$ cat src/hdl/ttli_pkg.sv
package ttli_pkg;

    localparam int TABLE_DEPTH_DEF   = 4096;
    localparam int FRACTION_BITS_DEF = 16;
    localparam int FIELD_W           = 32;
    localparam int NFIELD            = 7;
    localparam int COUNT_W           = 13;
    localparam int CFG_IDX_W         = 2;
    localparam int CFG_DATA_W        = 32;

    localparam logic [CFG_IDX_W-1:0] CFG_SAMPLE_COUNT   = 2'd0;
    localparam logic [CFG_IDX_W-1:0] CFG_TOTAL_DURATION = 2'd1;
    localparam logic [CFG_IDX_W-1:0] CFG_SIX_DOF_MODE   = 2'd2;

    localparam logic [1:0] BND_INTERP = 2'd0;
    localparam logic [1:0] BND_FIRST  = 2'd1;
    localparam logic [1:0] BND_LAST   = 2'd2;

    typedef enum logic [3:0] {
        ST_IDLE,
        ST_SRCH_RD,
        ST_SRCH_CMP,
        ST_LO_RD,
        ST_HI_RD,
        ST_DIV,
        ST_MUL,
        ST_EMIT_RD,
        ST_OUT
    } t_state;

    typedef logic [FIELD_W-1:0] t_row [NFIELD];

endpackage

$ cat src/hdl/ttli_div.sv
// Restoring divider, one quotient bit per cycle. Numerator never exceeds the
// denominator, so the quotient fits in FB+1 bits and is saturated to FB bits.
module ttli_div #(
    parameter int FB = ttli_pkg::FRACTION_BITS_DEF
) (
    input  logic                         i_clk,
    input  logic                         i_rst_n,
    input  logic                         i_start,
    input  logic [ttli_pkg::FIELD_W-1:0] i_num,
    input  logic [ttli_pkg::FIELD_W-1:0] i_den,
    output logic                         o_done,
    output logic [FB-1:0]                o_frac
);
    import ttli_pkg::*;
    localparam int CW = $clog2(FB + 2);

    logic [FIELD_W:0]   r_rem;
    logic [FIELD_W-1:0] r_den;
    logic [FB:0]        r_quo;
    logic [CW-1:0]      r_cnt;
    logic               r_busy;
    logic [FIELD_W+1:0] w_trial;

    assign w_trial = {r_rem, 1'b0} - {2'b00, r_den};
    assign o_done  = r_busy && (r_cnt == '0);
    assign o_frac  = r_quo[FB] ? {FB{1'b1}} : r_quo[FB-1:0];

    always_ff @(posedge i_clk) begin
        if (!i_rst_n) begin
            r_busy <= 1'b0;
            r_cnt  <= '0;
        end else if (i_start) begin
            r_busy <= 1'b1;
            r_cnt  <= CW'(FB);
            r_rem  <= {1'b0, i_num};
            r_den  <= i_den;
            r_quo  <= '0;
        end else if (r_busy && r_cnt != '0) begin
            r_cnt <= r_cnt - 1'b1;
            if (!w_trial[FIELD_W+1]) begin
                r_rem <= w_trial[FIELD_W:0];
                r_quo <= {r_quo[FB-1:0], 1'b1};
            end else begin
                r_rem <= {r_rem[FIELD_W-1:0], 1'b0};
                r_quo <= {r_quo[FB-1:0], 1'b0};
            end
        end else if (o_done) begin
            r_busy <= 1'b0;
        end
    end
endmodule

$ cat config.mk
export PLATFORM = sky130hd
export DESIGN_NAME = ttli_div
export DESIGN_NICKNAME = d
export VERILOG_FILES = /design/src/hdl/ttli_pkg.sv /design/src/hdl/ttli_div.sv
export SDC_FILE = /design/constraint.sdc
export NUM_CORES = 1
export LEC_CHECK = 0
export ABC_AREA = 1
export BUFFER_PORTS_ARGS = -buffer_cell sky130_fd_sc_hd__buf_2
export CAP_MARGIN = 10
export CORE_ASPECT_RATIO = 1.25
export CORE_MARGIN = 8
export CORE_UTILIZATION = 51
export CTS_CLUSTER_DIAMETER = 40
export DETAILED_ROUTE_END_ITERATION = 8
export GPL_TIMING_DRIVEN = 1
export PLACE_DENSITY_LB_ADDON = 0.25
export SLEW_MARGIN = 20
export SYNTH_ARGS = -nofsm -noshare
export SYNTH_HDL_FRONTEND = slang
export SYNTH_SLANG_ARGS = --single-unit
$ cat constraint.sdc
create_clock -name i_clk -period 6.4 [get_ports i_clk]
set_input_delay 0.32 -clock i_clk [delete_from_list [all_inputs] [get_ports i_clk]]
set_output_delay 0.32 -clock i_clk [all_outputs]
set_load 0.03 [all_outputs]
==> impl_metrics.json <==
{
  "status": "finished, final reports clean",
  "yosysSeqAreaShare_pct": 37.8,
  "synth_top_area_share_pct": 36.0,
  "cts_max_path_buffers": 2,
  "finalCritPeriodShare_pct": 44.9,
  "die_height_um": 145,
  "max_freq_mhz": 348,
  "worstSetupEndpointType": "flop",
  "ir_drop_mv": 0.178,
  "drive_gt1_share_pct": 14.6,
  "numCtsBuffers": 9,
  "crit_path_max_incr_delay_ns": 0.69,
  "fin_setup_tns_ns": 0,
  "fillers": 1350,
  "tightestPinTransition_ns": 1.05,
  "ctsResizeCount": 0,
  "drv_slew": 0,
  "maxCapViolations": 0,
  "core_area_um2": 13200,
  "busiest_layer": "met2",
  "ys_top_cells_by_area": "edfxtp_1, nand2_1, inv_1, nand3_1, ha_1",
  "clockRootBuffer": "clkbuf_16",
  "grt_max_degree": 54,
  "hpwl_um": 13500,
  "vias": 5936,
  "wirelength_um": 17700,
  "synth_common_cells": "nand2_1, inv_1, nand3_1",
  "worst_hold_slack_ns": 0.138,
  "syn_to_final_growth_pct": 11.9,
  "cts_sinks": 88,
  "grt_use_met3_pct": 4.31,
  "antenna_found_initial": 0,
  "grt-ovfl-total": 0,
  "fin_crit_ns": 2.87,
  "grtUsageMet1_pct": 24.6,
  "synth.net_count": 1067,
  "synth-edff-count": 82,
  "drtAntennaViolNets": 0,
  "antennaDiodeCount": 0,
  "p_leak_uw": 0.00412,
  "die_w_um": 120,
  "hold_viol": 0,
  "grtUsageTotal_pct": 20.9,
  "port_buffers": 83,
  "ctsHoldBuffers": 0,
  "ys_ff_latch": 88,
  "async_flop_share_pct": 0,
  "path_cells": "ha_1 > a21oi_1 > nor2_1 > o21ai_1 > nand3_1 > nor2_4 > nand3_2 > nand3_1 > nand3_1 > nand2_1",
  "final_nets": 1142,
  "post-route-util_pct": 58.1,
  "cts_tree": "yes",
  "wl_per_cell_um": 14.6,
  "num_io_pins": 84,
  "drt_iter0_markers": 280,
  "cp_common_cell": "nand3_1",
  "post_cts.repair.setup_buffers": 0,
  "drc_errors": 0,
  "crit_type": "reg2reg",
  "fin_worst_skew_ns": 0.00889,
  "yosysWarnings": 0,
  "slew_headroom_pct": 29.7,
  "slowest_stage": "nand3_2",
  "grt_pass1_vias": 6171,
  "setup_viol": 0,
  "arrival_ns": 3.10,
  "first_pass_iters": 5,
  "grt_pass1_wl_um": 29700,
  "required_ns": 6.62,
  "path_max_fanout": 31,
  "start_util_pct": 51.9,
  "holdCritPathClass": "in2reg",
  "cts.reportedPaths.clkPinSlew_ns": 0.07,
  "synth-main-ff-cell": "edfxtp_1",
  "synth.distinct_cells": 35,
  "rsz0062_at_grt": "no",
  "yosysMostFrequentCell": "nand2_1",
  "synth.cell_area_um2": 6840,
  "clock_latency_ns": 0.35,
  "powerDensity_nw_per_um2": 246,
  "power_uw": 1890,
  "h-tree-depth": 3,
  "netlist_instances": 966,
  "syn_area_per_cell_um2": 7.08,
  "place_congestion": 0.952,
  "rows": 47,
  "drt-vias-per-instance": 4.88,
  "crit_path_start_kind": "flop",
  "dieArea_um2": 17400,
  "use_met2_pct": 36.7,
  "synth_top_cell_by_area": "edfxtp_1"
}
where the power goes:
group	internal, uW	leakage [uW]	switching (uW)
Sequential	688	0.000830	18.8
Combinational	211	0.00314	401
Clock	311	0.000146	256
worst max-delay path: cells and delay by family (launching register included):
| kind | cells | cell delay (ns) |
|---|---|---|
| adder cells (fa/ha/maj) | 1 | 0.36 |
| flip-flops | 1 | 0.39 |
| AO/OA/AOI/OAI | 2 | 0.36 |
| AND/OR/NAND/NOR | 7 | 1.64 |
placed cells by master, fill, tap and decap left out, types with 3 or more instances in the layout:
cell and n:
clkbuf_16 9, nor2_2 3, edfxtp_1 82, nand2_2 6, a21oi_1 22, and2_1 5, inv_2 5, inv_1 205
nand4_1 6, xnor2_1 14, nand3_1 96, nand3_2 26, ha_1 33, nand2_4 4, nor3_1 4, o21ai_0 6
nor2_1 66, buf_2 83, buf_4 3, nand3b_1 10, dfxtp_1 6, nand2_1 328
registers in the layout, summed over array words and instances, names as in the netlist:
signal  flops
r_quo      17
r_rem      33
r_cnt       5
r_busy      1
r_den      32
cell type report:
cell class	instances	area, um^2	area share, %
Clock inverter	7	85.1	1.11
Timing Repair Buffer	86	438	5.72
Sequential cell	88	2580	33.7
Multi-Input combinational cell	645	3320	43.3
Tap cell	171	214	2.80
Inverter	211	792	10.3
Clock buffer	9	225	2.94
metal layers:
metal	up-vias	share of wire (%)
li1	3142	-
met2	123	49
met1	2643	44
met3	28	4.9
met5	-	0
met4	0	2.3
path summary, 6_finish.rpt:
path,start,endpoint,slack (ns),cells past startpoint
max reg2reg,r_rem[25],r_rem[28],3.53,10
min,i_den[23],r_den[23],0.14,1
max,r_rem[25],r_rem[28],3.53,10
min reg2reg,r_cnt[2],r_cnt[2],0.49,2
through the flow:
step | area, um^2 | setup slack (ns) | cells
global placement | 7340 | 3.50 | 1201
CTS | 7650 | 3.47 | 1217
global route | 7650 | 3.27 | 1217
floorplan | 6840 | 1.58 | 966
detailed placement | 7340 | 3.50 | 1201
finish | 7650 | 3.53 | 1217
kinds of logic after synthesis:
| group | Yosys count | share of synthesized area, % |
|---|---|---|
| adders and majority gates | 34 | 6.33 |
| and+or+nand+nor | 559 | 37.1 |
| buffers and inverters | 233 | 13.9 |
| xor gates and xnor gates | 16 | 2.05 |
| AOI/OAI and AO/OA | 36 | 2.89 |
| DFF | 88 | 37.8 |
Power figures use the tool's default switching activity.
