### src/hdl/ttli_pkg.sv
package ttli_pkg;

    localparam int TABLE_DEPTH_DEF   = 4096;
    localparam int FRACTION_BITS_DEF = 16;
    localparam int FIELD_W           = 32;
    localparam int NFIELD            = 7;
    localparam int COUNT_W           = 13;
    localparam int CFG_IDX_W         = 2;
    localparam int CFG_DATA_W        = 32;

    localparam logic [CFG_IDX_W-1:0] CFG_SAMPLE_COUNT   = 2'd0;
    localparam logic [CFG_IDX_W-1:0] CFG_TOTAL_DURATION = 2'd1;
    localparam logic [CFG_IDX_W-1:0] CFG_SIX_DOF_MODE   = 2'd2;

    localparam logic [1:0] BND_INTERP = 2'd0;
    localparam logic [1:0] BND_FIRST  = 2'd1;
    localparam logic [1:0] BND_LAST   = 2'd2;

    typedef enum logic [3:0] {
        ST_IDLE,
        ST_SRCH_RD,
        ST_SRCH_CMP,
        ST_LO_RD,
        ST_HI_RD,
        ST_DIV,
        ST_MUL,
        ST_EMIT_RD,
        ST_OUT
    } t_state;

    typedef logic [FIELD_W-1:0] t_row [NFIELD];

endpackage

### src/hdl/ttli_lerp.sv
// One field per cycle: lo + floor((hi - lo) * f / 2^FB). The difference is
// registered before the multiply, the product before the shift.
module ttli_lerp #(
    parameter int FB = ttli_pkg::FRACTION_BITS_DEF
) (
    input  logic                         i_clk,
    input  logic                         i_rst_n,
    input  logic                         i_start,
    input  ttli_pkg::t_row               i_lo,
    input  ttli_pkg::t_row               i_hi,
    input  logic [FB-1:0]                i_frac,
    output logic                         o_done,
    output ttli_pkg::t_row               o_res
);
    import ttli_pkg::*;
    localparam int KW = $clog2(NFIELD + 2);

    logic                       r_busy;
    logic [KW-1:0]              r_k;
    logic signed [FIELD_W:0]    r_diff;
    logic signed [FIELD_W:0]    r_base;
    logic                       r_dv;
    logic [KW-1:0]              r_dk;
    logic signed [FIELD_W+FB+1:0] r_prod;
    logic signed [FIELD_W:0]    r_pbase;
    logic                       r_pv;
    logic [KW-1:0]              r_pk;
    logic                       r_done;
    logic [2:0]                 w_ki;
    logic signed [FIELD_W+FB+1:0] w_sum;

    assign w_ki  = r_k[2:0];
    assign w_sum = r_prod >>> FB;
    // Done rises with the write of the last field, so the whole row is valid.
    assign o_done = r_done;

    always_ff @(posedge i_clk) begin
        if (!i_rst_n) begin
            r_busy <= 1'b0;
            r_dv   <= 1'b0;
            r_pv   <= 1'b0;
            r_done <= 1'b0;
            r_k    <= '0;
        end else begin
            if (i_start) begin
                r_busy <= 1'b1;
                r_k    <= '0;
            end else if (r_busy) begin
                r_k <= r_k + 1'b1;
                if (r_k == KW'(NFIELD - 1)) r_busy <= 1'b0;
            end
            r_dv   <= r_busy;
            r_pv   <= r_dv;
            r_done <= r_pv && (r_pk == KW'(NFIELD - 1));
        end
        r_diff  <= $signed({i_hi[w_ki][FIELD_W-1], i_hi[w_ki]})
                 - $signed({i_lo[w_ki][FIELD_W-1], i_lo[w_ki]});
        r_base  <= $signed({i_lo[w_ki][FIELD_W-1], i_lo[w_ki]});
        r_dk    <= r_k;
        r_prod  <= r_diff * $signed({1'b0, i_frac});
        r_pbase <= r_base;
        r_pk    <= r_dk;
        if (r_pv) o_res[r_pk[2:0]] <= FIELD_W'(r_pbase + w_sum[FIELD_W:0]);
    end
endmodule

### config.mk
export PLATFORM = sky130hd
export DESIGN_NAME = ttli_lerp
export DESIGN_NICKNAME = d
export VERILOG_FILES = /design/src/hdl/ttli_pkg.sv /design/src/hdl/ttli_lerp.sv
export SDC_FILE = /design/constraint.sdc
export NUM_CORES = 2
export LEC_CHECK = 0
export BUFFER_PORTS_ARGS = -buffer_cell sky130_fd_sc_hd__buf_2
export CAP_MARGIN = 20
export CORE_AREA = 2 2 270 272
export DETAILED_ROUTE_END_ITERATION = 7
export DIE_AREA = 0 0 272 274
export GPL_TIMING_DRIVEN = 0
export PLACE_DENSITY = 0.71
export SKIP_CTS_REPAIR_TIMING = 1
export SLEW_MARGIN = 10
export SYNTH_ARGS = -nofsm -noshare
export SYNTH_HDL_FRONTEND = slang
export SYNTH_SLANG_ARGS = --single-unit
### constraint.sdc
create_clock -name i_clk -period 8.4 [get_ports i_clk]
set_clock_uncertainty 0.05 [all_clocks]
set_input_delay 0.42 -clock i_clk [delete_from_list [all_inputs] [get_ports i_clk]]
set_output_delay 0.42 -clock i_clk [all_outputs]
set_load 0.02 [all_outputs]
==> run_summary.xml <==
<?xml version="1.0" encoding="UTF-8"?>
<metrics>
  <group name="cells_and_area">
    <metric name="flow.area_growth_from_synthesis" unit="%">19.0</metric>
    <metric name="layout.cells.most_common_list" unit="">693 x sky130_fd_sc_hd__buf_2, 606 x sky130_fd_sc_hd__inv_1, 491 x sky130_fd_sc_hd__fa_1</metric>
    <metric name="stdcell_area" unit="µm²">40500</metric>
    <metric name="final_nets" unit="">5170</metric>
    <metric name="share_of_final_layout_standard_cells_stronger_than_drive_strength_1" unit="%">21.5</metric>
    <metric name="commonest_non_fill_non_tap_cell_in_the_layout" unit="">sky130_fd_sc_hd__buf_2</metric>
  </group>
  <group name="floorplan">
    <metric name="initial_cell_density_of_the_core" unit="%">47.3</metric>
    <metric name="chipWidth" unit="µm">272</metric>
    <metric name="die-area" unit="µm²">74500</metric>
    <metric name="height_of_the_die" unit="µm">274</metric>
    <metric name="ios" unit="">692</metric>
    <metric name="fp-row-count" unit="">99</metric>
    <metric name="core" unit="µm²">72000</metric>
  </group>
  <group name="setup_path">
    <metric name="crit_arrival" unit="ns">7.87</metric>
    <metric name="criticalPathCategory" unit="">reg -&gt; reg</metric>
    <metric name="crit_cells" unit="">21</metric>
    <metric name="crit_path_end_kind" unit="">flip-flop</metric>
    <metric name="timing.critical_path.cells" unit="">clkbuf_1 &gt; nand2_1 &gt; fa_1 &gt; inv_1 &gt; fa_1 &gt; ha_1 &gt; fa_1 &gt; inv_1 &gt; fa_1 &gt; inv_1 &gt; fa_1 &gt; ha_1 &gt; nor3_1 &gt; o221ai_1 &gt; a211oi_1 &gt; o221a_2 &gt; o21ai_1 &gt; a21o_1 &gt; a221o_1 &gt; a221oi_1 &gt; xnor2_1</metric>
    <metric name="r2r_slack" unit="ns">0.97</metric>
    <metric name="max_stage_delay" unit="ns">0.61</metric>
    <metric name="timing.critical_path.to" unit="">r_prod[45]</metric>
    <metric name="cp_top_family" unit="">adder cells</metric>
    <metric name="worstReg2RegStart" unit="">r_diff[6]</metric>
    <metric name="crit_path_max_fanout" unit="">10</metric>
    <metric name="cp-startpoint" unit="">r_diff[6]</metric>
    <metric name="critical_path.startpoint_type" unit="">flip-flop</metric>
    <metric name="worstReg2RegEnd" unit="">r_prod[45]</metric>
    <metric name="cp.buffers_inverters" unit="">4</metric>
    <metric name="cp_data_required_time" unit="ns">8.84</metric>
    <metric name="worst_r2r_path_depth" unit="">21</metric>
    <metric name="worst_path_max_delay_cell" unit="">sky130_fd_sc_hd__clkbuf_1</metric>
    <metric name="crit_top_cell" unit="">sky130_fd_sc_hd__fa_1</metric>
  </group>
  <group name="logic_synthesis">
    <metric name="synthFlopType" unit="">sky130_fd_sc_hd__edfxtp_1</metric>
    <metric name="synth_enable_flop_cells" unit="">224</metric>
    <metric name="synth_seq_area_share" unit="%">28.3</metric>
    <metric name="ys_types" unit="">63</metric>
    <metric name="yosys_register_bits" unit="">369</metric>
    <metric name="synthArstFlopShare" unit="%">0</metric>
    <metric name="yosys_warnings" unit="">0</metric>
    <metric name="synthesis.instances" unit="">3277</metric>
    <metric name="synth_area_leaders" unit="">sky130_fd_sc_hd__fa_1 29%, sky130_fd_sc_hd__edfxtp_1 20%, sky130_fd_sc_hd__dfxtp_1 8.5%</metric>
    <metric name="synth.net_count" unit="">4412</metric>
    <metric name="synth.largest_area_cell" unit="">sky130_fd_sc_hd__fa_1</metric>
    <metric name="post_syn_area_per_cell" unit="µm²">10.4</metric>
    <metric name="mappedNetlistArea" unit="µm²">34000</metric>
    <metric name="synth_largest_type_area_fraction" unit="%">28.9</metric>
  </group>
  <group name="drt">
    <metric name="ant_nets" unit="">0</metric>
    <metric name="vias_cell" unit="">5.44</metric>
    <metric name="drt-pass1-iter-count" unit="">6</metric>
    <metric name="drtIter0Drc" unit="">2719</metric>
    <metric name="drt-wirelength-per-cell" unit="µm">24.5</metric>
    <metric name="total_wirelength" unit="µm">124000</metric>
    <metric name="vias" unit="">27406</metric>
    <metric name="route.detailed.drc" unit="">0</metric>
  </group>
  <group name="sta">
    <metric name="rsz_0062_raised_after_global_routing" unit="">no</metric>
    <metric name="max-slew-margin-rel" unit="%">19.6</metric>
    <metric name="finalWorstPathRequiredPeriod" unit="ns">7.43</metric>
    <metric name="max_freq" unit="GHz">0.135</metric>
    <metric name="period_share" unit="%">88.4</metric>
    <metric name="finalHoldViolations" unit="">0</metric>
    <metric name="finalSetupViolations" unit="">0</metric>
    <metric name="slew_viol_final" unit="">0</metric>
    <metric name="setup_tns" unit="ns">0</metric>
    <metric name="timing_worst_slew_pin_value" unit="ns">1.20</metric>
  </group>
  <group name="grt">
    <metric name="grt_util_all_layers" unit="%">33.2</metric>
    <metric name="grt_pass1_vias" unit="">27970</metric>
    <metric name="grt.overflow.total" unit="">0</metric>
    <metric name="grt_first_pass_wirelength" unit="µm">177000</metric>
    <metric name="grt_max_degree" unit="">28</metric>
    <metric name="grt_antenna_before_repair" unit="">19</metric>
  </group>
  <group name="clock_network">
    <metric name="clockRootBuffer" unit="">sky130_fd_sc_hd__clkbuf_16</metric>
    <metric name="insertion_delay" unit="ns">0.58</metric>
    <metric name="clk_pin_slew_worst_paths" unit="ns">0.06</metric>
    <metric name="cts.htree.levels" unit="">2</metric>
    <metric name="cts_tree" unit="">done</metric>
    <metric name="clockBufferDepth" unit="">3</metric>
    <metric name="cts-buffers-inserted" unit="">39</metric>
    <metric name="cts.sinks" unit="">369</metric>
  </group>
  <group name="placement">
    <metric name="detailed_place.area" unit="µm²">39000</metric>
    <metric name="hpwlAfterDp" unit="µm">105000</metric>
    <metric name="place.port_buffers" unit="">691</metric>
    <metric name="globalplace.congestion" unit="">1.00</metric>
  </group>
  <group name="run_status">
    <metric name="status" unit="">finished, final reports clean</metric>
  </group>
  <group name="hold_path">
    <metric name="hp-class" unit="">in -&gt; reg</metric>
    <metric name="holdCritStartpoint" unit="">i_start</metric>
  </group>
  <group name="flow_run">
    <metric name="cap_violations" unit="">0</metric>
  </group>
</metrics>
==> worst min path at each step <==
stage / endpoint / depth (start not counted) / slack [ns]
2_1_floorplan: r_pbase[0] / 0 / 0.26
3_3_place_gp: r_pk[2] / 0 / 0.26
3_5_place_dp: r_pbase[21] / 0 / 0.26
4_1_cts: r_busy / 3 / 0.008
5_1_grt: r_dv / 2 / 0.06
6_report: r_busy / 3 / 0.04
==> state kept, by name, summed over array words and instances, names as in the netlist <==
signal,count
r_busy,1
r_prod,32
r_dk,4
o_res,224
r_pk,4
r_base,32
r_pv,1
r_diff,33
r_k,4
o_done,1
r_pbase,32
r_dv,1
==> synth_stat cells, types with 12 or more instances <==
library cell	n
sky130_fd_sc_hd__inv_1	605
sky130_fd_sc_hd__fa_1	491
sky130_fd_sc_hd__nand2_1	344
sky130_fd_sc_hd__and2_1	236
sky130_fd_sc_hd__edfxtp_1	224
sky130_fd_sc_hd__nor2_1	196
sky130_fd_sc_hd__ha_1	177
sky130_fd_sc_hd__a21oi_1	174
sky130_fd_sc_hd__dfxtp_1	145
sky130_fd_sc_hd__clkbuf_1	126
sky130_fd_sc_hd__xnor2_1	75
sky130_fd_sc_hd__mux2i_1	64
sky130_fd_sc_hd__mux4_2	64
sky130_fd_sc_hd__a21o_1	63
sky130_fd_sc_hd__o21ai_0	48
sky130_fd_sc_hd__xor2_1	28
sky130_fd_sc_hd__nor3_1	21
sky130_fd_sc_hd__o21a_1	18
sky130_fd_sc_hd__nor2b_1	15
sky130_fd_sc_hd__nand2b_1	13
sky130_fd_sc_hd__o21bai_1	12
==> routing by layer <==
metal  GRT usage, %  part of all wire [%]  up-vias
met5              0                 0.021        -
met4           23.3                   8.2        4
met3           8.08                   9.6      339
met2           53.9                    47     1593
met1           39.0                    36    13510
li1               -                     -    11960
==> per-stage QoR <==
step	cells	util (%)	setup slack, ns	hold WS, ns
global route	5035	56.2	0.612	0.0635
global placement	4927	53.7	0.945	0.260
finish	5040	56.2	0.971	0.0393
floorplan	3277	-	2.16	0.260
CTS	5021	56.1	1.00	0.00828
detailed placement	4949	54.2	0.979	0.262
==> worst min-delay path, stage by stage <==
cell and delay (ns):
sky130_fd_sc_hd__buf_2 0.09, sky130_fd_sc_hd__a21oi_1 0.04, sky130_fd_sc_hd__nor2_1 0.07
==> final cells by class <==
| cell class | count | area [µm²] |
|---|---|---|
| fill | 6369 | 31500 |
| multi-input combinational | 2166 | 21700 |
| sequential | 369 | 9630 |
| timing repair buffer | 717 | 3760 |
| inverter | 605 | 2270 |
| tap | 959 | 1200 |
| clock buffer | 48 | 1070 |
| buffer | 137 | 518 |
| clock inverter | 24 | 285 |
| antenna | 15 | 37.5 |
==> logic make-up after synthesis <==
group	synth area share, %
multiplexers	6.12
buffers and inverters	8.19
flip-flops	28.3
adder cells (fa/ha/maj)	35.4
AO/OA/AOI/OAI	7.03
XOR/XNOR	2.65
AND/OR/NAND/NOR	12.3
Power is not shown: default switching activity piles up to over one toggle a cycle in this logic, so the estimate is an artifact.
